==> src/rtl/core/qat_pkg.sv <==
// qat_pkg: shared types and constants of the quoted argument tokenizer.
// Holds the character class codes passed from the front part to the back part.
// No dependencies.
package qat_pkg;

  // Character classes that the front part hands to the back part.
  typedef enum logic [2:0] {
    CLS_NUL,
    CLS_BLANK,
    CLS_DQUOTE,
    CLS_SQUOTE,
    CLS_BSLASH,
    CLS_OTHER
  } cls_t;

  localparam int unsigned DEF_MAX_ARGS    = 32;
  localparam int unsigned DEF_MAX_LINE    = 4096;
  localparam int unsigned DEF_QUEUE_DEPTH = 4;

  localparam logic [5:0]  MAX_ARGS_RESET = 6'd32;

  localparam logic [7:0] CH_NUL    = 8'h00;
  localparam logic [7:0] CH_SPACE  = 8'h20;
  localparam logic [7:0] CH_TAB    = 8'h09;
  localparam logic [7:0] CH_CR     = 8'h0D;
  localparam logic [7:0] CH_DQUOTE = 8'h22;
  localparam logic [7:0] CH_SQUOTE = 8'h27;
  localparam logic [7:0] CH_BSLASH = 8'h5C;

endpackage

==> src/rtl/core/quoted_argument_tokenizer_top.sv <==
// Quoted argument tokenizer: one result beat for every character beat.
// Path: an accepted character is written into the queue, then popped into the registered result beat.
// Throughput: one character per cycle while the queue is not full; res_ready can stall the result side.
// Reset (rst, synchronous) empties the queue, clears the scanner, sets max_args to 32.
module quoted_argument_tokenizer_top #(
  parameter int unsigned MAX_ARGS    = qat_pkg::DEF_MAX_ARGS,
  parameter int unsigned MAX_LINE    = qat_pkg::DEF_MAX_LINE,
  parameter int unsigned QUEUE_DEPTH = qat_pkg::DEF_QUEUE_DEPTH
) (
  input  logic        clk,
  input  logic        rst,
  // Configuration write channel: one register, the argument limit.
  input  logic        cfg_valid,
  output logic        cfg_ready,
  input  logic [5:0]  max_args,
  // Character channel.
  input  logic        char_valid,
  output logic        char_ready,
  input  logic [7:0]  char_code,
  // Result channel.
  output logic        res_valid,
  input  logic        res_ready,
  output logic [11:0] position,
  output logic        arg_start,
  output logic        terminate,
  output logic [4:0]  arg_index,
  output logic        line_done,
  output logic [5:0]  arg_count
);

  // The front part classifies each character beat and pushes the class into
  // a short queue. The back part pops a class whenever its result register is
  // free or being emptied, so a stalled result side does not stop the
  // character side until the queue fills.
  logic          push;
  qat_pkg::cls_t push_cls;
  logic          queue_full;
  logic          queue_not_empty;
  logic          pop;
  qat_pkg::cls_t pop_cls;

  // The limit register is always writable; the user must write it only while idle, the block does not enforce this.
  assign cfg_ready = 1'b1;

  qat_front u_front (
    .char_valid (char_valid),
    .char_ready (char_ready),
    .char_code  (char_code),
    .queue_full (queue_full),
    .push       (push),
    .push_cls   (push_cls)
  );

  qat_queue #(
    .DEPTH (QUEUE_DEPTH)
  ) u_queue (
    .clk       (clk),
    .rst       (rst),
    .push      (push),
    .push_cls  (push_cls),
    .full      (queue_full),
    .not_empty (queue_not_empty),
    .pop       (pop),
    .pop_cls   (pop_cls)
  );

  // The back part holds the scanner state, the argument limit and the
  // registered result beat.
  qat_back #(
    .MAX_ARGS (MAX_ARGS),
    .MAX_LINE (MAX_LINE)
  ) u_back (
    .clk             (clk),
    .rst             (rst),
    .cfg_valid       (cfg_valid),
    .cfg_data        (max_args),
    .queue_not_empty (queue_not_empty),
    .pop_cls         (pop_cls),
    .pop             (pop),
    .res_valid       (res_valid),
    .res_ready       (res_ready),
    .position        (position),
    .arg_start       (arg_start),
    .terminate       (terminate),
    .arg_index       (arg_index),
    .line_done       (line_done),
    .arg_count       (arg_count)
  );

endmodule

==> src/rtl/core/qat_front.sv <==
// qat_front: accepts character beats and sorts each into a class code.
// Depends on qat_pkg; feeds qat_queue.
module qat_front (
  input  logic              char_valid,
  output logic              char_ready,
  input  logic [7:0]        char_code,
  input  logic              queue_full,
  output logic              push,
  output qat_pkg::cls_t     push_cls
);

  assign char_ready = !queue_full;
  assign push       = char_valid && !queue_full;

  always_comb begin
    if (char_code == qat_pkg::CH_NUL) begin
      push_cls = qat_pkg::CLS_NUL;
    end else if (char_code == qat_pkg::CH_SPACE ||
                 (char_code >= qat_pkg::CH_TAB && char_code <= qat_pkg::CH_CR)) begin
      push_cls = qat_pkg::CLS_BLANK;
    end else if (char_code == qat_pkg::CH_DQUOTE) begin
      push_cls = qat_pkg::CLS_DQUOTE;
    end else if (char_code == qat_pkg::CH_SQUOTE) begin
      push_cls = qat_pkg::CLS_SQUOTE;
    end else if (char_code == qat_pkg::CH_BSLASH) begin
      push_cls = qat_pkg::CLS_BSLASH;
    end else begin
      push_cls = qat_pkg::CLS_OTHER;
    end
  end

endmodule

==> src/rtl/core/qat_queue.sv <==
// qat_queue: short first-in first-out queue of class codes between front and back.
// Depends on qat_pkg.
module qat_queue #(
  parameter int unsigned DEPTH = qat_pkg::DEF_QUEUE_DEPTH
) (
  input  logic           clk,
  input  logic           rst,
  input  logic           push,
  input  qat_pkg::cls_t  push_cls,
  output logic           full,
  output logic           not_empty,
  input  logic           pop,
  output qat_pkg::cls_t  pop_cls
);

  localparam int unsigned PW = (DEPTH > 1) ? $clog2(DEPTH) : 1;
  localparam int unsigned CW = $clog2(DEPTH + 1);
  localparam logic [PW-1:0] LAST = PW'(DEPTH - 1);
  localparam logic [CW-1:0] FULL_COUNT = CW'(DEPTH);

  qat_pkg::cls_t  mem [DEPTH];
  logic [PW-1:0]  wr_ptr;
  logic [PW-1:0]  rd_ptr;
  logic [CW-1:0]  count;
  logic           do_push;
  logic           do_pop;

  assign full      = (count == FULL_COUNT);
  assign not_empty = (count != '0);
  assign do_push   = push && !full;
  assign do_pop    = pop && not_empty;
  assign pop_cls   = mem[rd_ptr];

  always_ff @(posedge clk) begin
    if (do_push) begin
      mem[wr_ptr] <= push_cls;
    end
  end

  always_ff @(posedge clk) begin
    if (rst) begin
      wr_ptr <= '0;
      rd_ptr <= '0;
      count  <= '0;
    end else begin
      if (do_push) begin
        wr_ptr <= (wr_ptr == LAST) ? '0 : wr_ptr + PW'(1);
      end
      if (do_pop) begin
        rd_ptr <= (rd_ptr == LAST) ? '0 : rd_ptr + PW'(1);
      end
      if (do_push && !do_pop) begin
        count <= count + CW'(1);
      end else if (do_pop && !do_push) begin
        count <= count - CW'(1);
      end
    end
  end

  a_count_bound: assert property (@(posedge clk) disable iff (rst) count <= FULL_COUNT)
    else $error("queue count beyond depth");

endmodule

==> src/rtl/core/qat_back.sv <==
// qat_back: argument scanner state, limit register and registered result beat.
// Depends on qat_pkg; takes class codes from qat_queue.
module qat_back #(
  parameter int unsigned MAX_ARGS = qat_pkg::DEF_MAX_ARGS,
  parameter int unsigned MAX_LINE = qat_pkg::DEF_MAX_LINE
) (
  input  logic           clk,
  input  logic           rst,
  input  logic           cfg_valid,
  input  logic [5:0]     cfg_data,
  input  logic           queue_not_empty,
  input  qat_pkg::cls_t  pop_cls,
  output logic           pop,
  output logic           res_valid,
  input  logic           res_ready,
  output logic [11:0]    position,
  output logic           arg_start,
  output logic           terminate,
  output logic [4:0]     arg_index,
  output logic           line_done,
  output logic [5:0]     arg_count
);

  localparam logic [5:0]  ARG_CAP = 6'((MAX_ARGS > 32) ? 32 : MAX_ARGS);
  localparam logic [11:0] POS_CAP = 12'(((MAX_LINE - 1) > 4095) ? 4095 : (MAX_LINE - 1));

  typedef enum logic [1:0] {
    MODE_BETWEEN,
    MODE_UNQUOTED,
    MODE_QUOTED
  } mode_t;

  mode_t       mode, mode_next;
  logic        sq_odd, sq_odd_next;
  logic        dq_odd, dq_odd_next;
  logic        escape, escape_next;
  logic        pending, pending_next;
  logic [5:0]  found, found_next;
  logic [11:0] char_pos, char_pos_next;
  logic [5:0]  max_args;
  logic [5:0]  limit;
  logic        start_c, term_c, done_c;
  logic [4:0]  idx_c;
  logic [4:0]  found_m1;
  logic        hidden;
  logic        is_quote;

  assign pop      = queue_not_empty && (!res_valid || res_ready);
  assign limit    = (max_args > ARG_CAP) ? ARG_CAP : max_args;
  assign found_m1 = 5'(found - 6'd1);
  assign is_quote = (pop_cls == qat_pkg::CLS_DQUOTE) || (pop_cls == qat_pkg::CLS_SQUOTE);

  always_comb begin
    mode_next     = mode;
    sq_odd_next   = sq_odd;
    dq_odd_next   = dq_odd;
    escape_next   = escape;
    pending_next  = pending;
    found_next    = found;
    char_pos_next = char_pos;
    start_c       = 1'b0;
    term_c        = 1'b0;
    done_c        = 1'b0;
    idx_c         = '0;
    hidden        = 1'b0;
    if (pop_cls == qat_pkg::CLS_NUL) begin
      // End of line: an empty quoted argument opened just before still reports its start.
      done_c = 1'b1;
      if (mode == MODE_QUOTED && pending) begin
        start_c = 1'b1;
        idx_c   = found_m1;
      end
      mode_next     = MODE_BETWEEN;
      sq_odd_next   = 1'b0;
      dq_odd_next   = 1'b0;
      escape_next   = 1'b0;
      pending_next  = 1'b0;
      found_next    = '0;
      char_pos_next = '0;
    end else begin
      unique case (mode)
        MODE_BETWEEN: begin
          if (pop_cls != qat_pkg::CLS_BLANK && found < limit) begin
            found_next = found + 6'd1;
            if (is_quote) begin
              mode_next    = MODE_QUOTED;
              sq_odd_next  = (pop_cls == qat_pkg::CLS_SQUOTE);
              dq_odd_next  = (pop_cls == qat_pkg::CLS_DQUOTE);
              escape_next  = 1'b0;
              pending_next = 1'b1;
            end else begin
              mode_next = MODE_UNQUOTED;
              start_c   = 1'b1;
              idx_c     = found[4:0];
            end
          end
        end
        MODE_UNQUOTED: begin
          if (pop_cls == qat_pkg::CLS_BLANK) begin
            term_c    = 1'b1;
            idx_c     = found_m1;
            mode_next = MODE_BETWEEN;
          end
        end
        MODE_QUOTED: begin
          if (pending) begin
            start_c      = 1'b1;
            pending_next = 1'b0;
          end
          // A backslash, and the character right after one, are not counted.
          hidden = (pop_cls == qat_pkg::CLS_BSLASH) || escape;
          if (!hidden) begin
            sq_odd_next = sq_odd ^ (pop_cls == qat_pkg::CLS_SQUOTE);
            dq_odd_next = dq_odd ^ (pop_cls == qat_pkg::CLS_DQUOTE);
          end
          if (!sq_odd_next && !dq_odd_next) begin
            term_c    = 1'b1;
            mode_next = MODE_BETWEEN;
          end
          escape_next = (pop_cls == qat_pkg::CLS_BSLASH);
          if (start_c || term_c) begin
            idx_c = found_m1;
          end
        end
        default: begin
          mode_next = MODE_BETWEEN;
        end
      endcase
      char_pos_next = (char_pos < POS_CAP) ? char_pos + 12'd1 : POS_CAP;
    end
  end

  always_ff @(posedge clk) begin
    if (rst) begin
      mode      <= MODE_BETWEEN;
      sq_odd    <= 1'b0;
      dq_odd    <= 1'b0;
      escape    <= 1'b0;
      pending   <= 1'b0;
      found     <= '0;
      char_pos  <= '0;
      max_args  <= qat_pkg::MAX_ARGS_RESET;
      res_valid <= 1'b0;
    end else begin
      if (cfg_valid) begin
        max_args <= cfg_data;
      end
      if (pop) begin
        mode      <= mode_next;
        sq_odd    <= sq_odd_next;
        dq_odd    <= dq_odd_next;
        escape    <= escape_next;
        pending   <= pending_next;
        found     <= found_next;
        char_pos  <= char_pos_next;
        res_valid <= 1'b1;
      end else if (res_ready) begin
        res_valid <= 1'b0;
      end
    end
  end

  always_ff @(posedge clk) begin
    if (pop) begin
      position  <= char_pos;
      arg_start <= start_c;
      terminate <= term_c;
      arg_index <= idx_c;
      line_done <= done_c;
      arg_count <= done_c ? found : found_next;
    end
  end

  a_found_cap: assert property (@(posedge clk) disable iff (rst) found <= 6'd32)
    else $error("argument count beyond 32");

  a_escape_quoted: assert property (@(posedge clk) disable iff (rst)
    escape |-> mode == MODE_QUOTED)
    else $error("escape armed outside a quoted argument");

  a_pending_quoted: assert property (@(posedge clk) disable iff (rst)
    pending |-> mode == MODE_QUOTED)
    else $error("start pending outside a quoted argument");

  a_nul_clears: assert property (@(posedge clk) disable iff (rst)
    pop && pop_cls == qat_pkg::CLS_NUL |=> found == '0 && char_pos == '0 &&
      mode == MODE_BETWEEN && line_done)
    else $error("end of line did not clear scanner state");

  a_no_term_on_nul: assert property (@(posedge clk) disable iff (rst)
    res_valid |-> !(terminate && line_done))
    else $error("end of line reported as terminator");

endmodule
==> config.mk <==
export PLATFORM = sky130hd
export DESIGN_NAME = quoted_argument_tokenizer_top
export DESIGN_NICKNAME = d
export VERILOG_FILES = /design/src/rtl/core/qat_pkg.sv /design/src/rtl/core/quoted_argument_tokenizer_top.sv /design/src/rtl/core/qat_front.sv /design/src/rtl/core/qat_queue.sv /design/src/rtl/core/qat_back.sv
export SDC_FILE = /design/constraint.sdc
export NUM_CORES = 1
export LEC_CHECK = 0
export BUFFER_PORTS_ARGS = -buffer_cell sky130_fd_sc_hd__buf_2
export CAP_MARGIN = 10
export CORE_UTILIZATION = 58
export DETAILED_ROUTE_END_ITERATION = 12
export PLACE_DENSITY = 0.84
export SETUP_SLACK_MARGIN = 0.05
export SYNTH_ARGS = -nofsm -noshare
export SYNTH_HDL_FRONTEND = slang
export SYNTH_HIERARCHICAL = 1
export SYNTH_SLANG_ARGS = --single-unit
==> constraint.sdc <==
create_clock -name clk -period 4.05 [get_ports clk]
set_input_delay 0.405 -clock clk [delete_from_list [all_inputs] [get_ports clk]]
set_output_delay 0.405 -clock clk [all_outputs]
set_load 0.05 [all_outputs]
==> flow_summary_export.csv <==
group,metric,value,unit
status,run_status,"finished, final reports clean",
clock_network,path_clk_slew,0.08,ns
worst_setup_path,crit_chain,"or3b_1 -> clkinv_4 -> nor2b_1 -> bufinv_8 -> nor2_2 -> ha_1 -> inv_1 -> fa_1 -> xor2_1 -> or3_1 -> a21oi_1",
cells_and_area,layout-drive-gt1-share,0.195,
worst_setup_path,startpoint,"u_queue/count[0]",
yosys,synth_nets,428,
worst_setup_path,worst_ep_required_time,4.32,ns
routing,first_pass_iters,5,
global_route,first_global_vias,2830,
routing,wl,7.94,mm
pwr,p_leak,1.83,nW
worst_setup_path,crit_path_max_incr_delay,0.45,ns
worst_setup_path,start_kind,"register",
global_route,grt_pass1_wl,13.2,mm
yosys,synth_ff_type,"dfxtp_1",
global_route,grt_max_degree,43,
timing,finalCriticalPeriod,2.91,ns
clock_network,cts.repair.resized,0,
min_path,hp-start,"max_args[1]",
routing,route.detailed.drc,0,
timing,worst_clock_skew,0.0119,ns
placement,hpwlAfterDp,5.42,mm
yosys,synthArstFlopShare,0,
clock_network,postCtsSetupBuffers,0,
yosys,synthesis.area,0.00406,mm2
timing,maxClockFrequency,344,MHz
timing,worstMarginPinSlew,0.625,ns
worst_setup_path,r2r-end,"u_queue/count[2]",
yosys,postSynthCellCount,390,
pwr,p_per_area,698,mW/mm2
worst_setup_path,regToRegSetupSlack,1.14,ns
floorplan,boundaryPins,48,
clock_network,clk_latency,0.34,ns
clock_network,clock-sinks,78,
yosys,ys_top_cells_by_area,"edfxtp_1, dfxtp_1, ha_1",
cells_and_area,fin_util,0.670,
placement,place_inst,515,
yosys,synth_seq_cells,78,
floorplan,rows,30,
yosys,syn_avg_cell_area,10.4,um2
timing,grt_setup_unrepaired,"false",
clock_network,cts-hold-fix-buffers,0,
timing,whs,0.298,ns
worst_setup_path,crit_path_max_fanout,7,
yosys,ys_seq_area_frac,0.478,
timing,fin_tns_setup,0,ns
yosys,synth_cell_types,71,
yosys,synth_top_area_cell,"edfxtp_1",
min_path,hold_end,"u_back/max_args[1]",
placement,portBuffers,46,
min_path,min_path_type,"in2reg",
placement,place_area,0.00434,mm2
floorplan,dieArea,0.00734,mm2
routing,drt-initial-drc-count,267,
routing,vias,3157,
timing,finalCritPeriodShare,0.718,
floorplan,start_util,0.598,
clock_network,htree_levels,3,
pwr,worst_ir_drop_vdd,442,uV
worst_setup_path,critPathKind,"reg2reg",
cells_and_area,final_cell_area,0.00455,mm2
yosys,synth_top_area_share,0.281,
worst_setup_path,cp-end-kind,"register",
timing,timing.final.ws_setup,1.14,ns
floorplan,dieHeight,85.7,um
routing,routed_via_density,5.95,
timing,drv_slew,0,
clock_network,ctsLongestPathBuffers,2,
placement,gp_congestion,0.860,
yosys,yosysMostFrequentCell,"dfxtp_1",
timing,setup_violations,0,
worst_setup_path,reg2reg_depth,11,
floorplan,chipWidth,85.7,um
global_route,antenna_found_initial,0,
clock_network,root_buffer,"clkbuf_8",
clock_network,cts_made_buffers,9,
min_path,whs_path_depth,3,
cells_and_area,area_delta_synth_final,12.0,%
pwr,power,3.18,mW
worst_setup_path,crit_slowest_cell,"dfxtp_1",
routing,antenna_left,0,
routing,wire_per_inst,15.0,um
cells_and_area,final_cells,531,
job,cap_violations,0,
global_route,gr-total-overflow,0,
yosys,synth-edff-count,38,
worst_setup_path,crit_arrival,3.18,ns
worst_setup_path,reg2reg_from,"u_queue/count[0]",
placement,dp_slack,1.19,ns
floorplan,design.core.area,0.00679,mm2
global_route,gr-usage-all-layers,0.231,
cells_and_area,n_antenna_cell,0,
clock_network,cts_tree,"done",
timing,hold_viol_final,0,
yosys,yosys_warnings,6,
cells_and_area,nets,468,
yosys,synth_common_cells,"dfxtp_1, edfxtp_1, nand2_1",
timing,slew_headroom,0.583,
## worst max-delay path: cells and delay by family (launching register included)
family,cells,cell delay [ns]
DFF,1,0.45
adders and majority gates,2,0.60
AOI/OAI and AO/OA,1,0.14
buffers and inverters,3,0.42
and+or+nand+nor,4,1.08
xor gates and xnor gates,1,0.16
## state kept, by name, summed over array words and instances, names as in the netlist, 2 cells and up, named ones only
| name | cells |
|---|---|
| u_back/char_pos | 12 |
| u_queue/rd_ptr | 2 |
| u_queue/count | 3 |
| u_back/arg_index | 5 |
| u_back/arg_count | 6 |
| u_queue/wr_ptr | 2 |
| u_back/mode | 2 |
| u_back/max_args | 6 |
| u_queue/mem | 12 |
| u_back/position | 12 |
| u_back/found | 6 |
## kinds of logic after synthesis
kind of cell	synth area share
xor+xnor	0.0172
fa+ha+maj	0.0604
compound gates	0.136
mux	0.0548
other cells	0.000923
flops	0.478
simple gates	0.211
buf+inv	0.0413
## cell type report
type,instances,area [um2]
fill,506,2240
multi-input combinational,276,1950
timing repair buffer,47,238
inverter,18,86.3
clock inverter,6,85.1
tap,96,120
clock buffer,10,128
sequential,78,1940
## per-layer routing
metal	up-vias	part of all wire	GRT usage
li1	1528	-	-
met1	1486	0.46	0.318
met2	133	0.47	0.355
met3	10	0.060	0.0597
met4	0	0.016	0.0864
met5	-	0	0
## layout by cell type, fill, tap and decap left out, drive strengths merged, types with 3 or more instances in the layout
cell type and count:
dfxtp 40, a211oi 5, o211ai 6, clkbuf 10, nand2b 4, nand2 38, nor2 25, xnor2 5
nor3 12, clkinv 3, a21o 7, nor2b 10, bufinv 3, a31oi 6, or3b 6, o31ai 4
inv 17, xor2 3, nand4 7, ha 18, a21oi 21, a41oi 3, mux2i 11, nand3 9
o21ai 10, and3 13, nand4b 4, mux4 3, nor4 3, buf 47, edfxtp 38, and4 4
or3 5, mux2 4
## how the worst max path moves through the flow
stage,end,slack (ns),cells past startpoint
finish,u_queue/count[2],1.14,11
floorplan,u_queue/count[2],0.90,11
global placement,u_back/arg_index[4],1.35,6
detailed placement,u_queue/count[2],1.19,11
global route,u_queue/count[2],0.93,11
CTS,u_queue/count[2],1.16,11
## power breakdown
group          switching, mW  internal [mW]
Sequential             0.111           1.07
Combinational          0.993          0.382
Clock                  0.277          0.346
No activity file was read; power rests on OpenSTA's default activity.
